<file path="config.mk">
export PLATFORM = sky130hd
export DESIGN_NAME = wpve_div_lane
export DESIGN_NICKNAME = d
export VERILOG_FILES = /design/src/wpve_pkg.sv /design/src/wpve_div_lane.sv
export SDC_FILE = /design/constraint.sdc
export NUM_CORES = 1
export LEC_CHECK = 0
export ABC_AREA = 1
export BUFFER_PORTS_ARGS = -buffer_cell sky130_fd_sc_hd__buf_4
export CAP_MARGIN = 40
export CELL_PAD_IN_SITES_DETAIL_PLACEMENT = 0
export CELL_PAD_IN_SITES_GLOBAL_PLACEMENT = 1
export CORE_AREA = 4 4 192 194
export DETAILED_ROUTE_END_ITERATION = 6
export DIE_AREA = 0 0 196 198
export PLACE_DENSITY_LB_ADDON = 0.1
export SYNTH_ARGS = -nofsm -noshare
export SYNTH_HDL_FRONTEND = slang
export SYNTH_SLANG_ARGS = --single-unit
</file>
<file path="constraint.sdc">
create_clock -name clk -period 11.2 [get_ports clk]
set_input_delay 2.24 -clock clk [delete_from_list [all_inputs] [get_ports clk]]
set_output_delay 2.24 -clock clk [all_outputs]
set_load 0.1 [all_outputs]
</file>
<file path="src/wpve_pkg.sv">
// Shared types and constants for the windowed position velocity estimator.
package wpve_pkg;
  localparam int unsigned AXES = 3;
  localparam logic [31:0] WINDOW_LENGTH_RST = 32'd15000;
  localparam logic [31:0] MIN_INTERVAL_RST = 32'd100;
  localparam logic [0:0] REG_WINDOW_LENGTH = 1'b0;
  localparam logic [0:0] REG_MIN_INTERVAL = 1'b1;
  localparam int unsigned NUM_W = 49;
  localparam int unsigned QUOT_W = 49;

  typedef struct packed {
    logic [31:0] time_stamp;
    logic signed [31:0] pos_x;
    logic signed [31:0] pos_y;
    logic signed [31:0] pos_z;
  } in_word_t;

  typedef struct packed {
    logic accepted;
    logic signed [31:0] vel_x;
    logic signed [31:0] vel_y;
    logic signed [31:0] vel_z;
  } out_word_t;

  typedef struct packed {
    logic [7:0] index;
    logic [31:0] data;
  } cfg_word_t;

  typedef struct packed {
    logic start;
    logic [31:0] elapsed;
  } div_ctl_t;
endpackage

</file>
<file path="src/wpve_div_lane.sv">
// One axis lane: position difference scaled by 2^16, divided bit-serially, saturated.
module wpve_div_lane import wpve_pkg::*; (
  input  logic               clk,
  input  logic               rst_n,
  input  div_ctl_t           ctl,
  input  logic signed [31:0] now_pos,
  input  logic signed [31:0] then_pos,
  output logic               done,
  output logic signed [31:0] quot
);
  logic [NUM_W-1:0] num_r, num_nxt;
  logic [32:0] rem_r, rem_nxt;
  logic [31:0] den_r;
  logic neg_r;
  logic [5:0] cnt_r, cnt_nxt;
  logic busy_r, busy_nxt;
  logic signed [32:0] diff;
  logic [32:0] mag;
  logic [33:0] trial;

  assign diff = 33'(now_pos) - 33'(then_pos);
  assign mag = diff[32] ? 33'(-diff) : 33'(diff);
  assign trial = {rem_r, num_r[NUM_W-1]} - {2'b0, den_r};

  always_comb begin
    rem_nxt = rem_r;
    num_nxt = num_r;
    cnt_nxt = cnt_r;
    busy_nxt = busy_r;
    if (ctl.start) begin
      rem_nxt = '0;
      num_nxt = {mag, 16'd0};
      cnt_nxt = 6'(QUOT_W);
      busy_nxt = 1'b1;
    end else if (busy_r) begin
      if (!trial[33]) begin
        rem_nxt = trial[32:0];
        num_nxt = {num_r[NUM_W-2:0], 1'b1};
      end else begin
        rem_nxt = {rem_r[31:0], num_r[NUM_W-1]};
        num_nxt = {num_r[NUM_W-2:0], 1'b0};
      end
      cnt_nxt = cnt_r - 6'd1;
      if (cnt_r == 6'd1) busy_nxt = 1'b0;
    end
  end

  always_ff @(posedge clk) begin
    if (!rst_n) begin
      busy_r <= 1'b0;
      cnt_r <= '0;
    end else begin
      busy_r <= busy_nxt;
      cnt_r <= cnt_nxt;
    end
    rem_r <= rem_nxt;
    num_r <= num_nxt;
    if (ctl.start) begin
      den_r <= ctl.elapsed;
      neg_r <= diff[32];
    end
  end

  assign done = busy_r && (cnt_r == 6'd1);

  // num_nxt holds the final quotient magnitude on the last step
  always_comb begin
    if (neg_r) begin
      if (num_nxt > {{(QUOT_W-32){1'b0}}, 32'h8000_0000}) quot = 32'sh8000_0000;
      else quot = -$signed(num_nxt[31:0]);
    end else begin
      if (num_nxt > {{(QUOT_W-32){1'b0}}, 32'h7FFF_FFFF}) quot = 32'sh7FFF_FFFF;
      else quot = $signed(num_nxt[31:0]);
    end
  end
endmodule

</file>
==> Flow_metrics.wiki, run 1 <==
{| class="wikitable"
! Metric !! Value
|-
| Synth Area in Adders || under 10%
|-
| Slew @ Worst Pin || ~820 ps
|-
| Worst Path Arrival || approximately 6800 ps
|-
| Critical R2R Capture || rem_r[20]$_SDFFE_PP0P_
|-
| Library cell occupying the most area in the post-synthesis netlist || sky130_fd_sc_hd__nand2_1
|-
| Number of enable flip-flop cells after synthesis || 33
|-
| Complex-gate fraction of the synthesized area || 12.5%
|-
| Floorplan row count || just under 70
|-
| Number of synthesis warnings || 0
|-
| Post-layout nets || 2,310
|-
| Worst hold path class || reg2reg
|-
| Die width || 196 um
|-
| Net Count, Synth || between 2,000 and 2,500
|-
| Sum of negative setup slack || 0 ps
|-
| Placeable Area || between 0.03 and 0.04 mm^2
|-
| Slew margin rel. || around 46%
|-
| Static leakage power || around 0.0072 uW
|-
| Setup fix buffers added after clock tree synthesis || 0
|-
| Reg2Reg Depth || 18
|-
| Die Span Y || just under 200 um
|-
| I/O pin count || about 130
|-
| Effective utilization at floorplan || approximately 34%
|-
| Overall Global Routing Usage || a little under a fifth
|-
| Sort of element at the start of the critical path || input port
|-
| Average footprint of a synthesized cell || between 5 and 6 um^2
|-
| Main combinational cell family by area after synthesis || simple AND/OR/NAND/NOR gates
|-
| Fin. Hold Viols || 0
|-
| Cell Area, Synth || 0.0121 mm^2
|-
| Number of synthesized register bits || roughly 120
|-
| Total vias in the final route || ~13,000
|-
| Diodes inserted || 0
|-
| Placed instance area || 0.0135 mm^2
|-
| Largest net degree at the start of global routing || 74
|-
| Fill count || 3,935
|-
| Simple-gate share of the synthesized area || about 40%
|-
| Buffers from clock root to sink, at most || 2
|-
| Global-route wire length before repair || about 60,000 um
|-
| Count of maximum capacitance violations || 0
|-
| Count of cells along the worst hold path || 2
|-
| Peak Freq || between 0.1 and 0.15 GHz
|-
| Share of cells above drive strength 1 || 11.3%
|-
| Routed via count divided by cell count || 4.89
|-
| Data required time of the critical path || 8960 ps
|-
| End point of the worst hold path || rem_r[3]$_SDFFE_PP0P_
|-
| Largest fanout on the critical path || 38
|-
| Crit end category || primary output
|-
| Time the final worst path needs with I/O delays and setup || roughly 9100 ps
|-
| Startpoint of the tightest hold check path || rem_r[3]$_SDFFE_PP0P_
|-
| DRC Markers || 0
|-
| Post-detailed-routing wire length || between 30,000 and 40,000 um
|-
| First-iteration detailed-routing DRC count || 706
|-
| Commonest non-fill, non-tap cells in the layout || sky130_fd_sc_hd__nand2_1, sky130_fd_sc_hd__inv_1, sky130_fd_sc_hd__nor2_1
|-
| Slew Viols, Final || 0
|-
| Number of buffers created by CTS || 17
|-
| Xor and xnor area share after synthesis || approximately 3.3%
|-
| Share of flip-flops with an asynchronous set or reset || 0%
|-
| Worst Setup Path Type || in2out
|-
| Clock slew at the register clock pins of the worst setup and hold paths || roughly 60 ps
|-
| # port buffers || between 100 and 150
|-
| Final critical-path share of the clock period || 81.0%
|-
| Mux contribution to synthesized area || 0%
|-
| Number of distinct library cell variants in the gate-level netlist after synthesis || 53
|-
| TritonCTS sink count || 122
|-
| Portion of synthesized cell area occupied by the leading cell type || between 10% and 20%
|-
| Synthesis-to-finish area growth || 16.3%
|-
| Final ANT Viol Nets || 0
|-
| Most common cell after layout, fill and taps aside || sky130_fd_sc_hd__nand2_1
|-
| Hold buffer count at cts || 0
|-
| Final setup skew || 10.2 ps
|-
| Remaining global-route overflow || 0
|-
| Library cell used as clock root buffer || sky130_fd_sc_hd__clkbuf_16
|-
| Source-to-sink clock delay at the later pin of the worst-skew pair || roughly 420 ps
|-
| Area of all placed cells without fillers || 0.0141 mm^2
|-
| Routed wirelength normalized by instance count || approximately 14 um
|-
| IR drop worst, VDD || between 0.1 and 0.15 mV
|-
| Post-route total power || ~2000 uW
|-
| Reg-to-reg critical path startpoint || num_r[48]$_DFF_P_
|-
| Mapped Cells || 2,040
|-
| Global placer's final weighted congestion || about 0.85
|-
| Unrepaired setup endpoints after global routing || false
|-
| Vias in the first global route || between 10,000 and 15,000
|-
| Max H-tree Level || 4
|-
| Initial antenna violation count || 0
|-
| Die footprint || ~0.039 mm^2
|-
| Source of the critical timing path || now_pos[0]
|-
| TritonCTS clock tree || built
|-
| Length of the first detailed-routing pass in iterations || 5
|-
| Leading register cell type out of synthesis || sky130_fd_sc_hd__dfxtp_1
|-
| DP HPWL || a little under 30,000 um
|-
| Register-to-Register Setup Slack || ~7400 ps
|-
| Cell area power density || 140 mW/mm^2
|-
| Final setup violation count || 0
|-
| Area contributors post-synth || sky130_fd_sc_hd__nand2_1, sky130_fd_sc_hd__dfxtp_1, sky130_fd_sc_hd__inv_1
|-
| Number of resized instances in the post-cts repair step || 0
|-
| Run status || finished clean
|-
| Share of synthesized area occupied by flip-flops and latches || between 20% and 30%
|}
## state kept, by name, indices dropped and copies added, names as in the netlist
signal  count
cnt_r       6
den_r      32
num_r      49
rem_r      33
busy_r      1
neg_r       1
## per-layer routing
layer	routed length, um	share of wire [%]	track usage [%]	vias to the layer above
met3	1420	3.8	2.04	27
li1	-	-	-	6731
met5	0	0	0	-
met4	439	1.2	3.54	0
met2	16400	44	30.6	262
met1	18800	51	27.0	5767
## worst max-delay path, cell delays in order
cell                      delay (ps)
sky130_fd_sc_hd__buf_4           110
sky130_fd_sc_hd__inv_1            40
sky130_fd_sc_hd__ha_1            130
sky130_fd_sc_hd__inv_1            90
sky130_fd_sc_hd__fa_1            480
sky130_fd_sc_hd__nand2_2         130
sky130_fd_sc_hd__nand2_2          80
sky130_fd_sc_hd__nand3_2         100
sky130_fd_sc_hd__nand2_2         100
sky130_fd_sc_hd__nand2_2         110
sky130_fd_sc_hd__nand2_2          90
sky130_fd_sc_hd__nand3_2          70
sky130_fd_sc_hd__nand2_1          50
sky130_fd_sc_hd__nand2_1         100
sky130_fd_sc_hd__nand2_4         150
sky130_fd_sc_hd__inv_2           540
sky130_fd_sc_hd__o21ai_0         280
sky130_fd_sc_hd__or2_2           340
sky130_fd_sc_hd__a31o_2          210
sky130_fd_sc_hd__nand2_1         110
sky130_fd_sc_hd__nor2_1           60
sky130_fd_sc_hd__nand3_1         410
sky130_fd_sc_hd__buf_8           240
sky130_fd_sc_hd__nand4_1         110
sky130_fd_sc_hd__nand2_1          90
sky130_fd_sc_hd__nand2_1          90
sky130_fd_sc_hd__buf_4           240
## worst max-delay path by stage
| stage | cells after the start | end | slack, ps |
|---|---|---|---|
| finish | 27 | quot[17] | 2120 |
| global route | 28 | quot[0] | 1710 |
| CTS | 27 | quot[17] | 2110 |
| detailed placement | 27 | quot[17] | 2120 |
| global placement | 27 | quot[17] | 1700 |
| floorplan | 25 | quot[31] | 2580 |
## kinds of logic after synthesis
logic type	count (synthesis)
AOI/OAI and AO/OA	263
adders and majority gates	71
xor gates and xnor gates	46
buffers and inverters	415
and+or+nand+nor	1123
DFF	122
## cell usage after synthesis (all sizes together), types with 30 or more instances
cell,count
buf,39
nor3,30
a21oi,120
inv,353
nor2,220
dfxtp,89
ha,69
edfxtp,33
o211ai,36
nand3,176
nand2,617
nand4,56
xor2,36
o21ai,75
## report_power, final
group / internal [uW] / switching [uW] / leakage, uW
clock: 351 / 213 / 0.000291
sequential: 511 / 31.2 / 0.00106
combinational: 263 / 603 / 0.00589
## area by class of cell
type / instances / area, um^2 / share of cell area (%)
Timing Repair Buffer: 141 / 1110 / 7.91
Clock buffer: 18 / 429 / 3.05
Inverter: 355 / 1330 / 9.46
Tap cell: 461 / 577 / 4.10
Multi-Input combinational cell: 1503 / 7690 / 54.6
Sequential cell: 122 / 2770 / 19.7
Clock inverter: 14 / 173 / 1.23
## per-stage QoR
step	util, %	hold slack (ps)	instances	worst slack, ps
floorplan	-	460	2040	2580
global placement	38.0	473	2578	1700
detailed placement	38.3	478	2582	2120
CTS	40.0	486	2614	2110
global route	40.0	507	2614	1710
finish	40.0	486	2614	2120
(Power assumes the default switching activity.)
==> inputs of run 2 (changes only) <==
==> constraint.sdc (replaced) <==
create_clock -name clk -period 7.7 [get_ports clk]
set_input_delay 1.54 -clock clk [delete_from_list [all_inputs] [get_ports clk]]
set_output_delay 1.54 -clock clk [all_outputs]
set_load 0.1 [all_outputs]
==> Flow_metrics.wiki, run 2 (same netlist as run 1, synthesis figures left out) <==
{| class="wikitable"
! Metric !! Value
|-
| Library cell used as clock root buffer || sky130_fd_sc_hd__clkbuf_16 (unchanged)
|-
| Floorplan row count || 69 (unchanged)
|-
| Number of flip-flops in the largest register || 49 (unchanged)
|-
| Worst Path Arrival || 5660 ps (was 6840 ps)
|-
| I/O pin count || 132 (unchanged)
|-
| Count of maximum capacitance violations || 0 (unchanged)
|-
| Net Sw Frac || 42.2% (was 43.0%)
|-
| Total vias in the final route || 12,800 (about the same)
|-
| Initial antenna violation count || 0 (unchanged)
|-
| Synthesis-to-finish area growth || 17.0% (was 16.3%)
|-
| Overall Global Routing Usage || 19.2% (was 18.7%)
|-
| Number of buffers created by CTS || 17 (unchanged)
|-
| Sequential power share || 27.1% (was 27.5%)
|-
| TritonCTS sink count || 122 (unchanged)
|-
| Worst Setup Path Type || in2out (unchanged)
|-
| Die footprint || 0.0388 mm^2 (unchanged)
|-
| Switching power summed over all nets || 1230 uW (was 848 uW)
|-
| Critical path's slowest cell || sky130_fd_sc_hd__fa_1 (was sky130_fd_sc_hd__inv_2)
|-
| Static leakage power || 0.00730 uW (was 0.00724 uW)
|-
| Routed wirelength normalized by instance count || 14.4 um (was 14.2 um)
|-
| Slew @ Worst Pin || 749 ps (was 817 ps)
|-
| Post-detailed-routing wire length || 37,800 um (was 37,000 um)
|-
| Vias in the first global route || 12,100 (was 12,000)
|-
| Share of cells above drive strength 1 || 11.6% (was 11.3%)
|-
| Time the final worst path needs with I/O delays and setup || roughly 7200 ps
|-
| # port buffers || 131 (unchanged)
|-
| Run status || finished clean (unchanged)
|-
| Fin. Hold Viols || 0 (unchanged)
|-
| Sum of negative setup slack || 0 ps (unchanged)
|-
| Startpoint of the tightest hold check path || rem_r[27]$_SDFFE_PP0P_ (was rem_r[3]$_SDFFE_PP0P_)
|-
| Peak Freq || around 0.14 GHz
|-
| Die Span Y || 198 um (unchanged)
|-
| Die width || 196 um (unchanged)
|-
| Final critical-path share of the clock period || approximately 93%
|-
| Register ranked first by flip-flop count || num_r (unchanged)
|-
| Internal Pwr Total || 1690 uW (was 1130 uW)
|-
| Unrepaired setup endpoints after global routing || false (unchanged)
|-
| Setup fix buffers added after clock tree synthesis || 0 (unchanged)
|-
| Effective utilization at floorplan || 34.4% (unchanged)
|-
| Reg2Reg Depth || 17 (was 18)
|-
| Placed instance area || 0.0135 mm^2 (about the same)
|-
| Final Non-Filler Cells || 2,622 (was 2,614)
|-
| Register-to-Register Setup Slack || 3900 ps (was 7430 ps)
|-
| Slew margin rel. || 49.6% (was 45.6%)
|-
| Critical R2R Capture || rem_r[20]$_SDFFE_PP0P_ (unchanged)
|-
| Global-route wire length before repair || 61,700 um (was 60,500 um)
|-
| Largest fanout on the critical path || 31 (was 38)
|-
| Placeable Area || 0.0352 mm^2 (unchanged)
|-
| Buffers from clock root to sink, at most || 2 (unchanged)
|-
| CP max stage delay || 460 ps (was 540 ps)
|-
| Data required time of the critical path || 6160 ps (was 8960 ps)
|-
| Clock power share || 29.6% (was 28.6%)
|-
| Final ANT Viol Nets || 0 (unchanged)
|-
| Final setup violation count || 0 (unchanged)
|-
| Remaining global-route overflow || 0 (unchanged)
|-
| Post-Place Cells || 2,590 (was 2,582)
|-
| Area of all placed cells without fillers || 0.0142 mm^2 (was 0.0141 mm^2)
|-
| Fill count || 3,934 (was 3,935)
|-
| Count of cells along the worst hold path || 2 (unchanged)
|-
| DP HPWL || 29,700 um (was 29,200 um)
|-
| Length of the first detailed-routing pass in iterations || 5 (unchanged)
|-
| Source-to-sink clock delay at the later pin of the worst-skew pair || 420 ps (about the same)
|-
| IR drop worst, VDD || 0.150 mV (was 0.106 mV)
|-
| Diodes inserted || 0 (unchanged)
|-
| Max H-tree Level || 4 (unchanged)
|-
| Sort of element at the start of the critical path || input port (unchanged)
|-
| End point of the worst hold path || rem_r[27]$_SDFFE_PP0P_ (was rem_r[3]$_SDFFE_PP0P_)
|-
| Most common cell after layout, fill and taps aside || sky130_fd_sc_hd__nand2_1 (unchanged)
|-
| Combinational fraction of design power || 43.4% (was 43.9%)
|-
| Reg-to-reg critical path startpoint || num_r[48]$_DFF_P_ (unchanged)
|-
| Clock slew at the register clock pins of the worst setup and hold paths || 60 ps (about the same)
|-
| Commonest non-fill, non-tap cells in the layout || sky130_fd_sc_hd__nand2_1, sky130_fd_sc_hd__inv_1, sky130_fd_sc_hd__nor2_1 (unchanged)
|-
| TritonCTS clock tree || built (unchanged)
|-
| First-iteration detailed-routing DRC count || 856 (was 706)
|-
| Final setup skew || 7.20 ps (was 10.2 ps)
|-
| DRC Markers || 0 (unchanged)
|-
| Largest net degree at the start of global routing || 63 (was 74)
|-
| Cell area power density || 207 mW/mm^2 (was 140 mW/mm^2)
|-
| Crit end category || primary output (unchanged)
|-
| Post-layout nets || 2,318 (was 2,310)
|-
| Worst hold path class || reg2reg (unchanged)
|-
| Largest regs || num_r x49, rem_r x33, den_r x32 (unchanged)
|-
| Slew Viols, Final || 0 (unchanged)
|-
| Global placer's final weighted congestion || 0.885 (was 0.853)
|-
| Routed via count divided by cell count || 4.88 (was 4.89)
|}
==> run 2: metrics by stage <==
stage / hold slack [ps] / setup slack [ps] / power, uW / utilization [%]
floorplan: 460 / 476 / 1750 / -
global placement: 475 / 529 / 2070 / 38.2
detailed placement: 479 / 504 / 2070 / 38.4
CTS: 490 / 507 / 2950 / 40.2
global route: 509 / 45.7 / 3150 / 40.2
finish: 488 / 502 / 2930 / 40.2
==> run 2: repair_timing <==
item	4_1_cts	5_1_grt
hold buffers	0	0
endpoints found under the setup margin	0	18
endpoints found under the hold margin	0	0
gates resized for setup	0	1
==> run 2: layout make-up <==
class	count	area, um^2	area share (%)
inverter	355	1330	9.40
clock inverter	8	100	0.706
sequential	122	2770	19.6
multi-input combinational	1503	7690	54.3
clock buffer	24	547	3.86
tap	461	577	4.07
timing repair buffer	149	1150	8.09
==> run 2: layer usage <==
layer	part of all wire (%)	GRT usage (%)	vias up
met4	0.98	3.39	0
li1	-	-	6746
met5	0	0	-
met2	44	31.3	248
met3	4.0	2.18	29
met1	51	27.7	5761
==> run 2: worst max path at each step <==
stage	start	slack, ps	end	cells past startpoint
2_1_floorplan	now_pos[0]	480	quot[31]	25
3_3_place_gp	now_pos[0]	530	quot[20]	30
3_5_place_dp	now_pos[0]	500	quot[2]	30
4_1_cts	now_pos[0]	510	quot[2]	30
5_1_grt	now_pos[0]	50	quot[11]	30
6_report	now_pos[0]	500	quot[2]	30
==> run 2: worst max-delay path, delay by kind of cell <==
family | cells | cell delay [ps]
fa+ha+maj | 2 | 590
simple gates | 21 | 2140
buf+inv | 7 | 1330
==> run 2: power groups by stage <==
stage / Sequential (uW) / Clock, uW / Combinational, uW
6_report: 793 / 865 / 1270
5_1_grt: 803 / 917 / 1430
4_1_cts: 793 / 885 / 1280
3_5_place_dp: 805 / 0 / 1270
3_3_place_gp: 808 / 0 / 1260
2_1_floorplan: 787 / 0 / 961
